$ cat src/rtl/per_cluster_gram_accumulator_unit_defines.svh
// Assertion macros for the per-cluster Gram accumulator.
// Included by the top level; depends on nothing else.
`ifndef PER_CLUSTER_GRAM_ACCUMULATOR_UNIT_DEFINES_SVH
`define PER_CLUSTER_GRAM_ACCUMULATOR_UNIT_DEFINES_SVH

// same-cycle implication, disabled during reset
`define PGACC_ASSERT_NOW(lbl, ck, rn, ante, cons) \
  lbl: assert property (@(posedge ck) disable iff (!rn) (ante) |-> (cons)) \
    else $error("pgacc check failed");

// next-cycle implication, disabled during reset
`define PGACC_ASSERT_NEXT(lbl, ck, rn, ante, cons) \
  lbl: assert property (@(posedge ck) disable iff (!rn) (ante) |=> (cons)) \
    else $error("pgacc check failed");

`endif

$ cat src/rtl/pgacc_pkg.sv
// Shared types and constants for the per-cluster Gram accumulator.
// No dependencies; used by every RTL file of the block except pgacc_ram.
package pgacc_pkg;

  localparam int VAL_W  = 16;
  localparam int PROD_W = 32;
  localparam int SUM_W  = 48;
  localparam int CFG_W  = 3;

  // command codes
  localparam logic [1:0] CMD_ACC   = 2'd0;
  localparam logic [1:0] CMD_READ  = 2'd1;
  localparam logic [1:0] CMD_CLEAR = 2'd2;

  localparam logic signed [SUM_W-1:0] SUM_MAX = {1'b0, {(SUM_W-1){1'b1}}};
  localparam logic signed [SUM_W-1:0] SUM_MIN = {1'b1, {(SUM_W-1){1'b0}}};

  typedef struct packed {
    logic [1:0]              command;
    logic [5:0]              cluster;
    logic signed [VAL_W-1:0] value_0;
    logic signed [VAL_W-1:0] value_1;
    logic signed [VAL_W-1:0] value_2;
    logic signed [VAL_W-1:0] value_3;
  } in_word_t;

  typedef struct packed {
    logic [1:0]              row_index;
    logic [1:0]              col_index;
    logic signed [SUM_W-1:0] sum_value;
    logic                    last;
  } out_word_t;

  // per-lane strobes from the sequencer
  typedef struct packed {
    logic re;      // read the cluster's sum
    logic cap;     // capture the product of the new row
    logic acc_we;  // write back sum plus product
    logic clr_we;  // write zero
  } lane_ctrl_t;

  // slot of pair (h,j), h <= j, in row-major upper-triangle order
  function automatic int tri_index(int h, int j, int mc);
    return h * mc - (h * (h - 1)) / 2 + (j - h);
  endfunction

endpackage

$ cat src/rtl/pgacc_merge.sv
// Merging stage: picks the lane holding matrix entry (h,j), mirroring
// the lower triangle onto the stored upper one. Depends on pgacc_pkg.
module pgacc_merge #(
  parameter int MAX_COLS = 4,
  parameter int TRI      = 10
) (
  input  logic signed [pgacc_pkg::SUM_W-1:0] sums [TRI],
  input  logic [1:0]                         h,
  input  logic [1:0]                         j,
  output logic signed [pgacc_pkg::SUM_W-1:0] sel
);
  import pgacc_pkg::*;

  logic [1:0]     lo;
  logic [1:0]     hi;
  logic [TRI-1:0] hit;

  assign lo = (h < j) ? h : j;
  assign hi = (h < j) ? j : h;

  // one match line per stored pair
  for (genvar ga = 0; ga < MAX_COLS; ga++) begin : g_row
    for (genvar gb = ga; gb < MAX_COLS; gb++) begin : g_col
      localparam int K = tri_index(ga, gb, MAX_COLS);
      assign hit[K] = (lo == 2'(ga)) && (hi == 2'(gb));
    end
  end

  // and-or select
  always_comb begin
    sel = '0;
    for (int k = 0; k < TRI; k++) begin
      sel = sel | (hit[k] ? sums[k] : '0);
    end
  end

endmodule

$ cat config.mk
export PLATFORM = sky130hd
export DESIGN_NAME = pgacc_merge
export DESIGN_NICKNAME = d
export VERILOG_FILES = /design/src/rtl/per_cluster_gram_accumulator_unit_defines.svh /design/src/rtl/pgacc_pkg.sv /design/src/rtl/pgacc_merge.sv
export SDC_FILE = /design/constraint.sdc
export NUM_CORES = 1
export LEC_CHECK = 0
export ABC_AREA = 1
export BUFFER_PORTS_ARGS = -buffer_cell sky130_fd_sc_hd__buf_2
export CAP_MARGIN = 40
export CORE_AREA = 10 10 200 202
export DETAILED_ROUTE_END_ITERATION = 8
export DIE_AREA = 0 0 210 212
export PLACE_DENSITY = 0.45
export SYNTH_ARGS = -nofsm -noshare
export SYNTH_HDL_FRONTEND = slang
export SYNTH_SLANG_ARGS = --single-unit
$ cat constraint.sdc
create_clock -name vclk -period 1.55
set_input_delay 0.0775 -clock vclk [all_inputs]
set_output_delay 0.0775 -clock vclk [all_outputs]
set_load 0.02 [all_outputs]
* After elaboration in Yosys (flattened, before gate mapping)
Index checks and enable logic that the tools add are counted.
** Cells by class
- Magnitude comparators :: 1
- Equality and inequality tests :: 6
- Multiplexer cells :: 12
- Bitwise operators :: 9
- Reduce and logical (&&, ||, !) cells :: 12
** Operator list (count)
- $mux W48 :: 10
- $or A48 B48 Y48 :: 9
- $logic_and A1 B1 Y1 :: 10
- $eq A2 B2 Y1 const B :: 4
- $eq A2 B1 Y1 const B :: 2
- $logic_not A2 Y1 :: 2
- $mux W2 :: 2
- $lt A2 B2 Y1 :: 1
** Storage, ports and cells
- Bits in registers :: 0
- Input bits :: 484
- Logic and storage cells :: 40

* Longest topological paths before layout
- Word-level depth :: 14
- Depth in mapped cells :: 14

* Worst setup path after synthesis
No wires, ideal clock.
- Kind :: input-to-output
- Start point :: in h[1]
- End point :: out sel[19] (netlist bit)
- Arrival :: 1.441 ns
- Required time :: 1.472 ns
- Path slack :: 0.031 ns
- Stages on the path :: 11
- Buffers on the path :: 2
- Cell sequence :: inv_1 -> ha_1 -> inv_1 -> nand4_1 -> inv_1 -> buf_2 -> buf_1 -> nand2_1 -> nand3_1 -> nor2_1 -> nand2_1
** Between the ends
- Longest elaborated chain between the ends :: 14
- Elaborated cells on any way between the ends :: 40
- Those cells by class :: 1 x order compare; 6 x eq/ne; 12 x mux; 9 x bitwise; 12 x reduce/logical
** RTL lines
- from (decl) :: line pgacc_merge.sv:8 : input logic [1:0] h,
- $lt A2 B2 Y1 :: line pgacc_merge.sv:18, pgacc_merge.sv:19
- $mux W2 (on tied branches) :: line pgacc_merge.sv:19, pgacc_merge.sv:18
- $eq A2 B1 Y1 or $logic_not A2 Y1 (tied branches) :: line pgacc_merge.sv:25 : assign hit[K] = (lo == 2'(ga)) && (hi == 2'(gb));
- $logic_and A1 B1 Y1 :: line pgacc_merge.sv:25
- $mux W48 :: line pgacc_merge.sv:33 : sel = sel | (hit[k] ? sums[k] : '0);
- $or A48 B48 Y48 (8 in series) :: line pgacc_merge.sv:33
- $or A48 B48 Y48 (*) :: line pgacc_merge.sv:33
- to (decl) :: line pgacc_merge.sv:10 : output logic signed [pgacc_pkg::SUM_W-1:0] sel
Mark *: on every way between the ends. The rest lies on a longest branch, timed or not.

* Worst setup path in the final report
- Start point :: in h[1]
- End point :: out sel[36] (netlist bit)
The elaborated chain is that of the path after synthesis.

==> run summary <==
final hold vios -> 0
drt pass-1 iters -> 5
Final HPWL DP -> 29400 um
hold slack -> 479 ps
final setup fails -> 48
crit-path max FO -> 6
Std-Cell Rows -> 70
Rel. slew slack -> 0.806
Critical Path Source -> h[1]
actual slew at the worst max-slew pin -> 290 ps
CP Data Required Time -> 1470 ps
Synth area leader -> nand2_1
Overall Global Routing Usage -> 0.152
drt via density -> 4.14
final worst setup slack -> -329 ps
failing checks -> negative setup slack
Die H -> 212 um
WP data arrival -> 1800 ps
worst min-delay path class -> input port to primary output
routed wire length -> 37400 um
largest net degree at the start of global routing -> 27
Cell variety after synth -> 20
Mapped Area -> 3690 sq um
placed cell count -> 1846
DR DRC count -> 0
Yosys top cell area share -> 0.527
Die Wd -> 210 um
io pins -> 532
final cycle utilization of the critical path -> 1.21
Non-Filler Instances -> 1865
minimum clock period -> 1880 ps
type of the worst setup path -> input port to primary output
Worst setup EP type -> primary output
via count -> 7713
hold depth -> 4
share of cells above drive strength 1 -> 0.529
synth cell count leaders -> nand2_1, nor2_1, nand3_1
filler cell count -> 4154
max_cap viols -> 0
Core Box Area -> 36100 sq um
initial antenna violation count -> 6
die footprint -> 44500 sq um
RSZ-0062 raised after global routing -> yes
1st-iter DRT viols -> 570
syn avg cell area -> 4.33 sq um
Mapped Nets -> 1339
Initial Utilization -> 0.102
first-pass GRT wire length -> 51400 um
Post-Syn Instances -> 852
Layout area overhead -> 132%
average wire per standard cell -> 20.0 um
top cells by area, synth -> nand2_1, nor2_1, nand3_1
Final Wtd Congestion -> 0.922
fmax -> 532 MHz
post-route ant nets -> 0
Overflow after GRT -> 0
HP Start -> sums[91]
Setup TNS Final -> -12830 ps
clkbuf count -> 0
Nets -> 1885
register area -> 0 sq um
pwr dens -> 357 nW/um^2
leak pwr -> 5.01 nW
Peak supply drop -> 0.000202 V
most frequent cell after synthesis -> nand2_1
sequential cell count -> 0
number of global-route vias before repair -> 8045
outcome -> finished with violations
Pins Over Slew Limit -> 0
startpoint types -> input port
Synth warnings -> 0
Buffers on Ports -> 532
sequential cell area fraction in the yosys report -> 0
routing by layer:
metal	share of wire	global-route usage	vias to the layer above
met5	0.00086	0	-
met4	0.018	0.0278	4
met3	0.089	0.0386	50
met2	0.53	0.295	453
met1	0.36	0.161	3435
li1	-	-	3771
area by class of cell:
type,count,area (sq um),share of cell area
multi-input combinational,775,3890,0.454
inverter,29,119,0.0139
antenna,1,2.50,0.000292
timing repair buffer,592,3980,0.464
tap,468,586,0.0683
logic make-up after synthesis:
kind of cell               count (synthesis)  share of synthesized area
and+or+nand+nor                          726                      0.792
buffers and inverters                     77                      0.102
AOI/OAI and AO/OA                         46                     0.0962
adders and majority gates                  3                     0.0102
power breakdown:
group	internal (mW)	leakage (nW)	switching, mW
logic	1.47	5.01	1.59
registers	0	0	0
clock network	0.0000000866	0.00000634	0
total	1.47	5.01	1.59
cell usage in the layout (no fill, tap or decap), types with 2 or more instances in the layout:
cell type,count
inv_2,9
nand3_1,52
ha_4,2
inv_1,17
nand2_1,451
a22oi_1,30
nor2_4,6
buf_6,51
buf_8,2
nor2_1,92
nand2_4,21
nor2_2,14
nand2_2,50
buf_16,5
buf_2,482
nand4_1,7
a22o_1,8
buf_4,18
a22oi_2,8
buf_12,33
nand3_2,26
nand3_4,5
inv_4,2
through the flow:
step | setup slack (ps) | utilization | total power [mW] | instance area [sq um]
3_5_place_dp | -490 | 0.202 | 2.37 | 7310
2_1_floorplan | 31.0 | - | 1.06 | 3690
5_1_grt | -427 | 0.238 | 3.30 | 8570
6_report | -329 | 0.238 | 3.06 | 8570
3_3_place_gp | -481 | 0.202 | 2.36 | 7310
4_1_cts | -302 | 0.233 | 3.04 | 8400
final timing paths:
kind | to | slack (ps)
worst min-delay path | sel[43] | 480
worst max-delay path | sel[36] | -330
worst max-delay path, stage by stage:
cell and delay [ps]:
buf_8 90, inv_4 30, ha_4 240, inv_2 40, nand2_4 120, nand2_8 90, nand2_4 80, nand3_4 90
nor2_4 190, buf_12 150, buf_12 120, buf_16 150, nand2_4 50, nand2_2 60, nor2_2 30, nand2_1 70
buf_6 120
repair_timing:
action | 4_1_cts | 5_1_grt
setup buffers | 12 | 0
setup endpoints to repair | 48 | 48
cloned | 8 | 1
gates resized for setup | 218 | 60
hold endpoints to repair | 0 | 0
pin swaps | 36 | 28
hold buffers | 0 | 0
Power figures use the tool's default switching activity.
