$ cat config.mk
export PLATFORM = sky130hd
export DESIGN_NAME = pgacc_lane
export DESIGN_NICKNAME = d
export VERILOG_FILES = /design/src/rtl/per_cluster_gram_accumulator_unit_defines.svh /design/src/rtl/pgacc_pkg.sv /design/src/rtl/pgacc_ram.sv /design/src/rtl/pgacc_lane.sv
export SDC_FILE = /design/constraint.sdc
export NUM_CORES = 2
export LEC_CHECK = 0
export BUFFER_PORTS_ARGS = -buffer_cell sky130_fd_sc_hd__buf_2
export CAP_MARGIN = 5
export CORE_MARGIN = 10
export CORE_UTILIZATION = 40
export CTS_CLUSTER_DIAMETER = 40
export DETAILED_ROUTE_END_ITERATION = 6
export SLEW_MARGIN = 20
export SYNTH_ARGS = -nofsm -noshare
export SYNTH_HDL_FRONTEND = slang
export SYNTH_SLANG_ARGS = --single-unit
$ cat constraint.sdc
create_clock -name clk -period 9.2 [get_ports clk]
set_input_delay 1.84 -clock clk [delete_from_list [all_inputs] [get_ports clk]]
set_output_delay 1.84 -clock clk [all_outputs]
set_load 0.02 [all_outputs]
$ cat src/rtl/per_cluster_gram_accumulator_unit_defines.svh
// Assertion macros for the per-cluster Gram accumulator.
// Included by the top level; depends on nothing else.
`ifndef PER_CLUSTER_GRAM_ACCUMULATOR_UNIT_DEFINES_SVH
`define PER_CLUSTER_GRAM_ACCUMULATOR_UNIT_DEFINES_SVH

// same-cycle implication, disabled during reset
`define PGACC_ASSERT_NOW(lbl, ck, rn, ante, cons) \
  lbl: assert property (@(posedge ck) disable iff (!rn) (ante) |-> (cons)) \
    else $error("pgacc check failed");

// next-cycle implication, disabled during reset
`define PGACC_ASSERT_NEXT(lbl, ck, rn, ante, cons) \
  lbl: assert property (@(posedge ck) disable iff (!rn) (ante) |=> (cons)) \
    else $error("pgacc check failed");

`endif

$ cat src/rtl/pgacc_pkg.sv
// Shared types and constants for the per-cluster Gram accumulator.
// No dependencies; used by every RTL file of the block except pgacc_ram.
package pgacc_pkg;

  localparam int VAL_W  = 16;
  localparam int PROD_W = 32;
  localparam int SUM_W  = 48;
  localparam int CFG_W  = 3;

  // command codes
  localparam logic [1:0] CMD_ACC   = 2'd0;
  localparam logic [1:0] CMD_READ  = 2'd1;
  localparam logic [1:0] CMD_CLEAR = 2'd2;

  localparam logic signed [SUM_W-1:0] SUM_MAX = {1'b0, {(SUM_W-1){1'b1}}};
  localparam logic signed [SUM_W-1:0] SUM_MIN = {1'b1, {(SUM_W-1){1'b0}}};

  typedef struct packed {
    logic [1:0]              command;
    logic [5:0]              cluster;
    logic signed [VAL_W-1:0] value_0;
    logic signed [VAL_W-1:0] value_1;
    logic signed [VAL_W-1:0] value_2;
    logic signed [VAL_W-1:0] value_3;
  } in_word_t;

  typedef struct packed {
    logic [1:0]              row_index;
    logic [1:0]              col_index;
    logic signed [SUM_W-1:0] sum_value;
    logic                    last;
  } out_word_t;

  // per-lane strobes from the sequencer
  typedef struct packed {
    logic re;      // read the cluster's sum
    logic cap;     // capture the product of the new row
    logic acc_we;  // write back sum plus product
    logic clr_we;  // write zero
  } lane_ctrl_t;

  // slot of pair (h,j), h <= j, in row-major upper-triangle order
  function automatic int tri_index(int h, int j, int mc);
    return h * mc - (h * (h - 1)) / 2 + (j - h);
  endfunction

endpackage

$ cat src/rtl/pgacc_ram.sv
// Generic single-write, single-read RAM with registered read data.
// No dependencies.
module pgacc_ram #(
  parameter int WIDTH = 48,
  parameter int DEPTH = 64
) (
  input  logic                                          clk,
  input  logic                                          we,
  input  logic [((DEPTH > 1) ? $clog2(DEPTH) : 1)-1:0] waddr,
  input  logic [WIDTH-1:0]                              wdata,
  input  logic                                          re,
  input  logic [((DEPTH > 1) ? $clog2(DEPTH) : 1)-1:0] raddr,
  output logic [WIDTH-1:0]                              rdata
);

  logic [WIDTH-1:0] mem [DEPTH];
  logic [WIDTH-1:0] rdata_r;

  always_ff @(posedge clk) begin
    if (we) begin
      mem[waddr] <= wdata;
    end
    if (re) begin
      rdata_r <= mem[raddr];
    end
  end

  assign rdata = rdata_r;

endmodule

$ cat src/rtl/pgacc_lane.sv
// One product lane: owns the sums of a single column pair for all clusters.
// Depends on pgacc_pkg and pgacc_ram.
module pgacc_lane #(
  parameter int LJ           = 0,
  parameter int NUM_CLUSTERS = 64,
  parameter int AW           = 6
) (
  input  logic                                clk,
  input  pgacc_pkg::lane_ctrl_t               ctrl,
  input  logic [2:0]                          n_eff,
  input  logic signed [pgacc_pkg::VAL_W-1:0]  a,
  input  logic signed [pgacc_pkg::VAL_W-1:0]  b,
  input  logic [AW-1:0]                       raddr,
  input  logic [AW-1:0]                       waddr,
  output logic signed [pgacc_pkg::SUM_W-1:0]  sum
);
  import pgacc_pkg::*;

  logic signed [PROD_W-1:0] prod_r;
  logic [SUM_W-1:0]         rdata;
  logic signed [SUM_W:0]    sum_ext;
  logic signed [SUM_W-1:0]  sum_sat;
  logic signed [SUM_W-1:0]  wdata;
  logic                     active;
  logic                     we;

  // product of the new row, registered before the add
  always_ff @(posedge clk) begin
    if (ctrl.cap) begin
      prod_r <= a * b;
    end
  end

  assign sum = $signed(rdata);

  // saturating add of the stored sum and the product
  always_comb begin
    sum_ext = (SUM_W+1)'(sum) + (SUM_W+1)'(prod_r);
    if (sum_ext[SUM_W] != sum_ext[SUM_W-1]) begin
      sum_sat = sum_ext[SUM_W] ? SUM_MIN : SUM_MAX;
    end else begin
      sum_sat = sum_ext[SUM_W-1:0];
    end
  end

  // pair takes part only while its higher column is active
  assign active = (3'(LJ) < n_eff);
  assign we     = ctrl.clr_we | (ctrl.acc_we & active);
  assign wdata  = ctrl.clr_we ? '0 : sum_sat;

  pgacc_ram #(
    .WIDTH (SUM_W),
    .DEPTH (NUM_CLUSTERS)
  ) u_ram (
    .clk   (clk),
    .we    (we),
    .waddr (waddr),
    .wdata (wdata),
    .re    (ctrl.re),
    .raddr (raddr),
    .rdata (rdata)
  );

endmodule

# ---- Word level (Yosys, flattened, before mapping)
# Memories as Yosys holds them, arrays and structs flattened. A register that Yosys moved wholly into a read port is not among the register bits.
# Index checks and enable logic that the tools add are counted.
dict set report totals {
  register_bits 32
  ram_bits 3072
  in_bits 52
  out_inout_bits 48
  mem_count 1
}
dict set report op_classes {
  n_addsub 1
  n_mul 1
  n_lt_le_gt_ge 1
  eq_ne 1
  n_mux 5
  bitwise_logic 2
}
# memory words width rd rd_ports_with_merged_regs write_ports line_no
set mem_list {}
lappend mem_list {u_ram.mem 64 48 1 1 1 pgacc_ram.sv:16} ;# logic [WIDTH-1:0] mem [DEPTH];
# cell n
set op_table {}
lappend op_table {{$mux 48} 3}
lappend op_table {{$add 48x32->49} 1}
lappend op_table {{$mul 16x16->32} 1}
lappend op_table {{$lt 1x3->1 const A} 1}
lappend op_table {{$mux 1} 2}
lappend op_table {{$and 1x1->1} 1}
lappend op_table {{$ne 1x1->1} 1}
lappend op_table {{$or 1x1->1} 1}

# ---- Depth between registers and ports, before layout
dict set report logic_depth {
  depth_word 5
  ltp_mapped 23
  ltp_nobuf 22
}

# ---- Hierarchy
# Synthesis repeated with hierarchy kept, for this count alone.
dict set report hier_totals {
  cells_unflattened 6523
  hier_area_um2 131394.8
}
# mod instances cells_per_inst area_per_inst_um2
set by_module_without_submodules {}
lappend by_module_without_submodules {pgacc_ram 1 4970 117597.8}
lappend by_module_without_submodules {pgacc_lane 1 1553 13797.0}

# ---- Worst setup path before layout
# Ideal clock, no wire load.
dict set report synth_timing {
  kind {in2reg}
  startpoint {input a[15] (netlist bit)}
  endpoint {register prod_r[30] (data pin)}
  arrival_ps 7406
  t_required_ps 8942
  path_slack_ps 1536
  cell_stages 20
  path_buffers 1
  path_cell_list {clkbuf_1 -> nand2_1 -> inv_1 -> fa_1 -> fa_1 -> inv_1 -> fa_1 -> fa_1 -> fa_1 -> fa_1 -> inv_1 -> ha_1 -> and3_1 -> and3_1 -> a221o_1 -> a21oi_1 -> nand2_1 -> a211o_1 -> a21oi_1 -> xnor2_1}
}
dict set report synth_between {
  elab_chain_cells 1
}
# element line_no
set synth_lines {}
lappend synth_lines {{start, declared} pgacc_lane.sv:11} ;# input logic signed [pgacc_pkg::VAL_W-1:0] a,
lappend synth_lines {{$mul 16x16->32} pgacc_lane.sv:30} ;# prod_r <= a * b;
lappend synth_lines {{end signal, assigned} pgacc_lane.sv:30}
lappend synth_lines {{end, declared} pgacc_lane.sv:19} ;# logic signed [PROD_W-1:0] prod_r;
# No other way between the ends.
# A chain may end at the register's enable or synchronous reset.

# ---- Final worst setup path
dict set report layout_timing {
  startpoint {input b[1] (netlist bit)}
  endpoint {register prod_r[23] (data pin)}
}
dict set report layout_between {
  elab_chain_cells 1
}
# element line_no
set layout_lines {}
lappend layout_lines {{start, declared} pgacc_lane.sv:12} ;# input logic signed [pgacc_pkg::VAL_W-1:0] b,
lappend layout_lines {{$mul 16x16->32} pgacc_lane.sv:30}
# No other way between the ends.

==> out/metrics.cfg <==
[status]
outcome=finished clean

[power_and_ir_drop]
ir_drop_v=0.0003728
power_mw=51.05
p_switching_mw=15.81
clockPowerShare_pct=33.2
seq_power_share_pct=40.4
powerDensity_nw_per_um2=330.9
power.share.combinational_pct=26.4
p_int_mw=35.24
swShare_pct=30.97
leakage_nw=50.76

[synthesis]
async_reset_ff_share_pct=0
yosysTopAreaCell=edfxtp_1
yosysWarnings=0
synth_cells=6057
ys_seq_area_share_pct=71.81
synth_nets=6502
syn_avg_cell_area_um2=21.76
yosysTopAreaCellShare_pct=71.81
synth_edf_count=3152
netlist_area_um2=131800
synthFlopType=edfxtp_1
synth_seq_cells=3152
synth_cell_types=70
synth_area_leaders=edfxtp_1 72%, mux4_2 17%, fa_1 4.0%, ha_1 1.2%, inv_1 0.93%

[finish]
final_cells=11200
final_common_cell=edfxtp_1
fin_nets=6934
fill_cells=26550
areaGrowthSynthToFinish_pct=17.05
drive_above_1_share_pct=31.16
fin_area_um2=154300
final_cell_mix=3152 x edfxtp_1, 999 x mux4_2, 429 x clkbuf_16, 326 x inv_1, 263 x fa_1

[timing]
relSlewSlack_pct=22.44
clock_skew_ns=0.05946
hold_viol=0
worst_pin_slew_ns=1.163
drv_slew=0
fin_crit_sh_pct=80.66
period_needed_ns=7.421
finalWorstSetupSlack_ns=1.779
setup_tns_ns=0
fmax_mhz=134.8
rsz0062_at_grt=no
setup_viol=0

[floorplan]
num_rows=210
fp.dieH_um=594.0
fp.dieW_um=594.0
io_pins=100
die-area_um2=352900
start_util_pct=40.23
coreArea_um2=327700

[flow_run]
max_cap_violations=0

[grt]
grt_use_total_pct=20.79
antenna_found_initial=12
gr-total-overflow=0
use_met3_pct=3.794
busiest_layer=met2
met2_usage_pct=32.62
first_global_vias=67310
grtUsageMet1_pct=29.26
grt_first_pass_wirelength_um=527900
grt_max_degree=128

[setup_path]
crit_chain=buf_2, nand2_1, fa_1, fa_1, fa_1, inv_1, fa_1, fa_1, inv_1, fa_1, inv_1, ha_1, and3_1, a311oi_1, o31ai_1, or3_1, a31oi_1, o21bai_1, a21oi_1, xnor2_1
critPathSlowestCell=a311oi_1
r2r-start=u_ram.rdata[0]$_DFFE_PP_
arrival_ns=8.05
crit_path_frequent_cell=fa_1
critical_path_class=in -> reg
cp-end-kind=flip-flop
cp.required_ns=9.83
max_stage_delay_ns=0.61
crit_fanout=16
start_kind=input port
cp-startpoint=b[1]

[routing]
drtIter0Drc=8352
drc=0
first_pass_iters=6
avgViaCountPerCell=5.910
routed_wl_um=375200
ant_nets=0
wire_per_inst_um=33.50
num_vias=66200

[cts]
root_buffer=clkbuf_16
ctsHoldBuffers=0
cts_made_buffers=425
ctsResizeCount=0
cts_buffer_depth=4
cts_htree_levels=5
postCtsSetupBuffers=0
cts_tree=yes
clk_pin_slew_ns=0.06
cts_num_sinks=3152
clkLatencyLatePin_ns=0.93

[place]
place_inst=10410
hpwl_um=207500
place_area_um2=139400
gp_congestion=0.8429
dp_slack_ns=0.9210
io_buffers=99

[min_path]
hold_class=reg -> reg
worstHoldStart=u_ram.mem[0][4]$_DFFE_PP_

[state kept, by name (all words and copies together), names as in the netlist]
signal,flops
u_ram.mem,3072
u_ram.rdata,48
prod_r,32
[synthesized netlist by cell type, types with 3 or more instances]
cell and instances:
a211oi_1 5, nand3b_1 5, o21bai_1 12, edfxtp_1 3152
inv_1 326, o31ai_1 4, o21a_1 9, buf_6 3
a21o_1 45, clkbuf_1 196, nor2b_1 7, or3_1 7
xnor2_1 51, a21oi_2 30, buf_2 69, o21ai_1 16
o21ai_0 30, mux4_2 999, buf_1 24, xor2_1 31
a221o_1 3, nand3_1 9, mux2i_1 9, and2_1 125
fa_1 263, a31oi_1 14, a21boi_0 3, nor3_1 8
ha_1 130, mux2_2 9, a221oi_1 4, or2_2 4
nor2_1 110, a311oi_1 3, a21oi_1 85, nand2_1 181
nand4_1 15, and3_1 12, nand2b_1 8, o211ai_1 4
[cell type report]
type                       count  area (um2)  area share [%]
antenna                        5       12.51        0.008110
clock buffer                 467       10880           7.051
clock inverter               320        3976           2.577
inverter                     326        1224          0.7931
multi-input combinational   2287       35650           23.11
sequential                  3152       94650           61.35
tap                         4346        5438           3.524
timing repair buffer         297        2452           1.589
[cell families after synthesis]
family | after synthesis | synth area share [%]
fa+ha+maj | 393 | 5.228
buf+inv | 618 | 1.842
flops | 3152 | 71.81
mux | 1017 | 17.21
simple gates | 503 | 1.842
compound gates | 292 | 1.520
xor+xnor | 82 | 0.5449
[per-stage QoR]
step                utilization (%)  hold WS, ns
floorplan                         -       0.9771
global placement              42.47        1.019
detailed placement            42.54        1.024
CTS                           47.07        1.033
global route                  47.09        1.079
finish                        47.09        1.046
[worst max-delay path, delay by kind of cell]
kind,cells,cell delay [ns]
AO/OA/AOI/OAI,5,1.53
XOR/XNOR,1,0.08
adder cells (fa/ha/maj),7,3.37
buffers and inverters,4,0.47
AND/OR/NAND/NOR,3,0.74
[power groups by stage]
stage / sequential (mW) / clock, mW / combinational (mW)
after floorplan: 21.0 / 0 / 8.57
after global placement: 20.9 / 0 / 12.9
after detailed placement: 20.9 / 0 / 13.3
after CTS: 20.6 / 17.1 / 13.5
after global routing: 20.7 / 17.8 / 14.8
final: 20.6 / 17.0 / 13.5
[routing by layer]
metal / vias up / wire length [um]
met5: - / 0
met4: 0 / 16130
met3: 715 / 31790
met2: 3290 / 176400
met1: 36410 / 150800
li1: 25780 / -
[path summary, 6_finish.rpt]
kind	slack [ns]	cells past startpoint	endpoint
worst max-delay path	1.78	20	prod_r[23]$_DFFE_PP_
worst min-delay path	1.05	4	u_ram.rdata[4]$_DFFE_PP_
worst max register to register	3.44	14	u_ram.mem[15][15]$_DFFE_PP_
worst min register to register	1.05	4	u_ram.rdata[4]$_DFFE_PP_
(Power assumes the default switching activity.)
